===== config.mk =====
export PLATFORM = sky130hd
export DESIGN_NAME = salc_ram
export DESIGN_NICKNAME = d
export VERILOG_FILES = /design/src/salc_ram.sv
export SDC_FILE = /design/constraint.sdc
export NUM_CORES = 1
export LEC_CHECK = 0
export BUFFER_PORTS_ARGS = -buffer_cell sky130_fd_sc_hd__buf_2
export CORE_UTILIZATION = 40
export DETAILED_ROUTE_END_ITERATION = 12
export PLACE_DENSITY = 0.65
export SLEW_MARGIN = 5
export SYNTH_ARGS = -nofsm -noshare
export SYNTH_HDL_FRONTEND = slang
export SYNTH_SLANG_ARGS = --single-unit

===== constraint.sdc =====
create_clock -name clk -period 4.6 [get_ports clk]
set_clock_uncertainty 0.2 [all_clocks]
set_input_delay 0.69 -clock clk [delete_from_list [all_inputs] [get_ports clk]]
set_output_delay 0.69 -clock clk [all_outputs]
set_load 0.03 [all_outputs]

===== src/salc_ram.sv =====
`timescale 1ns / 1ps
// generic simple dual-port ram, one write and one registered read port
// no dependencies
module salc_ram #(
  parameter int WIDTH = 8,
  parameter int DEPTH = 16
) (
  input  logic                                     clk,
  input  logic                                     we,
  input  logic [((DEPTH > 1) ? $clog2(DEPTH) : 1)-1:0] waddr,
  input  logic [WIDTH-1:0]                         wdata,
  input  logic                                     re,
  input  logic [((DEPTH > 1) ? $clog2(DEPTH) : 1)-1:0] raddr,
  output logic [WIDTH-1:0]                         rdata
);

  logic [WIDTH-1:0] mem [DEPTH];

  always_ff @(posedge clk) begin
    if (we) begin
      mem[waddr] <= wdata;
    end
    if (re) begin
      rdata <= mem[raddr];
    end
  end

endmodule


==> impl_metrics.tcl <==
set metrics [dict create \
    yosysUniqueCellTypes 18 \
    clock_latency_ns 0.41 \
    fin_crit_ns 2.560 \
    antenna_found_initial 0 \
    cts.clk_slew.worst_paths_ns 0.06 \
    synth_top_area_share_pct 78.12 \
    slew_headroom_pct 31.05 \
    max_stage_delay_ns 0.76 \
    synth_cells 229 \
    coreArea_um2 12670 \
    path_cells "buf_2 -> mux4_1 -> a22oi_1 -> nand2_1" \
    die_area_um2 13530 \
    r2r_cells 3 \
    drv_cap 0 \
    outcome "finished, final reports clean" \
    path_depth 4 \
    post_drt_wl_per_cell_um 21.67 \
    reg2reg_to "rdata[4]$_DFFE_PP_" \
    drc_errors 0 \
    postLayoutCellArea_um2 6126 \
    cts-resized-gates 0 \
    start_kind "primary input" \
    clock-root-buffer "clkbuf_16" \
    path_class "primary input to flop" \
    power.total_mw 2.918 \
    hold_path_class "primary input to flop" \
    power_density_nw_per_um2 476.3 \
    worst-path-buf-inv 1 \
    holdWs_ns 0.4615 \
    crit_fanout 32 \
    cp_top_family "buffers and inverters" \
    avgSynthCellArea_um2 22.83 \
    ys_top_cells_by_count "edfxtp_1 (136), mux4_2 (18), a22oi_1 (16), mux4_1 (14), nor2_1 (13)" \
    ir_worst_vdd_uv 271.0 \
    nNetsFinal 287 \
    die_h_um 116.3 \
    ctsHoldBuffers 0 \
    crit_start "raddr[0]" \
    final_antenna_net_count 0 \
    ys_seq_area_share_pct 78.12 \
    viasPerCell 5.285 \
    wirelength_um 9815 \
    synth_warnings 0 \
    cp_data_arrival_time_ns 2.52 \
    async_flop_share_pct 0 \
    grt_max_degree 33 \
    cp-endpoint "rdata[3]$_DFFE_PP_" \
    cts_max_level 4 \
    synth_nets 248 \
    gp_congestion 0.7147 \
    grt_util_met1_pct 21.61 \
    grt_pass1_vias 2451 \
    postCtsSetupBuffers 0 \
    grt_most_used_layer "met2" \
    maxSlewViolCount 0 \
    fin_setup_tns_ns 0 \
    portBuffers 26 \
    grt_usage_pct 16.28 \
    cts_tree "yes" \
    numCtsBuffers 17 \
    rsz0062_at_grt "no" \
    hold_start "re" \
    setup_viol 0 \
    dr_total_vias 2394 \
    rows 41 \
    grt_first_pass_wirelength_um 14940 \
    leakagePower_nw 2.017 \
    yosys.area.top_type "edfxtp_1" \
    ys_seq_elements 136 \
    syn_area_um2 5228 \
    critPathSlowestCell "buf_2" \
    hold_violations 0 \
    r2r_slack_ns 2.90 \
    start_util_pct 41.26 \
    fmax_ghz 0.3907 \
    place_area_um2 5517 \
    synth-edff-count 136 \
    yosysMostFrequentCell "edfxtp_1" \
    yosys_most_used_dff "edfxtp_1" \
    synthToLayoutAreaGrowth_pct 17.19 \
    drt-initial-drc-count 247 \
    hpwl_um 6113 \
    grt-ovfl-total 0 \
    firstDrtPassIters 5 \
    grt_use_met2_pct 25.68 \
    io_pins 27 \
    fill_cells 1037 \
    drive_gt1_share_pct 27.05 \
    die_w_um 116.3 \
    cts_buffer_depth 2 \
    cts_sinks 136 \
    period_share_pct 55.64 \
    synthTopCellsByArea "edfxtp_1 (78%), mux4_2 (7.8%), mux4_1 (7.0%)" \
    worst_slew_pin_slew_ns 1.034 \
    crit_required_ns 4.56 \
    cp-end-kind "flop" \
    antenna_cells 0 \
    met3_usage_pct 3.996 \
    regToRegStartpoint "mem[8][4]$_DFFE_PP_" \
]
==> how the worst min path moves through the flow <==
stage	endpoint	cells past startpoint	slack, ns
after floorplan	rdata[0]$_DFFE_PP_	3	0.50
after global placement	rdata[6]$_DFFE_PP_	3	0.52
after detailed placement	rdata[5]$_DFFE_PP_	3	0.53
after CTS	rdata[1]$_DFFE_PP_	1	0.45
after global routing	rdata[1]$_DFFE_PP_	1	0.45
final	rdata[1]$_DFFE_PP_	1	0.46
==> state kept, by name, summed over array words and instances, names as in the netlist <==
name	flops
mem	128
rdata	8
==> through the flow <==
step	util, %	instances	setup slack (ns)
floorplan	-	229	2.217
global placement	43.54	421	1.542
detailed placement	43.54	421	1.543
CTS	48.35	453	1.970
global route	48.35	453	1.864
finish	48.35	453	2.040
==> cell usage in the layout (no fill, tap or decap), drive strengths merged <==
| cell | instances |
|---|---|
| nor2b | 1 |
| nand2 | 9 |
| clkinv | 8 |
| nand3 | 1 |
| mux4 | 32 |
| nor3 | 4 |
| bufinv | 4 |
| clkinvlp | 3 |
| or3b | 1 |
| buf | 30 |
| and2 | 1 |
| clkbuf | 17 |
| and2b | 1 |
| a22oi | 16 |
| nor2 | 13 |
| nand2b | 2 |
| edfxtp | 136 |
| nand3b | 2 |
==> cell type report <==
| class | instances | area, um^2 | share of cell area (%) |
|---|---|---|---|
| sequential | 136 | 4084 | 66.67 |
| multi-input combinational | 83 | 1057 | 17.26 |
| clock buffer | 17 | 425.4 | 6.944 |
| tap | 172 | 215.2 | 3.513 |
| clock inverter | 15 | 183.9 | 3.002 |
| timing repair buffer | 30 | 160.2 | 2.614 |
==> cell families after synthesis <==
group | Yosys count | synth area share [%]
and+or+nand+nor | 35 | 3.136
DFF | 136 | 78.12
muxes | 32 | 14.79
buffers and inverters | 10 | 1.651
AOI/OAI and AO/OA | 16 | 2.298
==> layer usage <==
layer  share of wire (%)  vias to the layer above
met1                  43                     1254
met3                 5.8                       14
met2                  50                       68
met5                   0                        -
met4                 1.6                        0
li1                    -                     1058
==> power breakdown <==
| group | internal (mW) | switching (mW) | total [mW] |
|---|---|---|---|
| Sequential | 1.40 | 0.00706 | 1.40 |
| Clock | 0.896 | 0.487 | 1.38 |
| Combinational | 0.0488 | 0.0823 | 0.131 |
| Total | 2.34 | 0.576 | 2.92 |
Power figures use the tool's default switching activity.
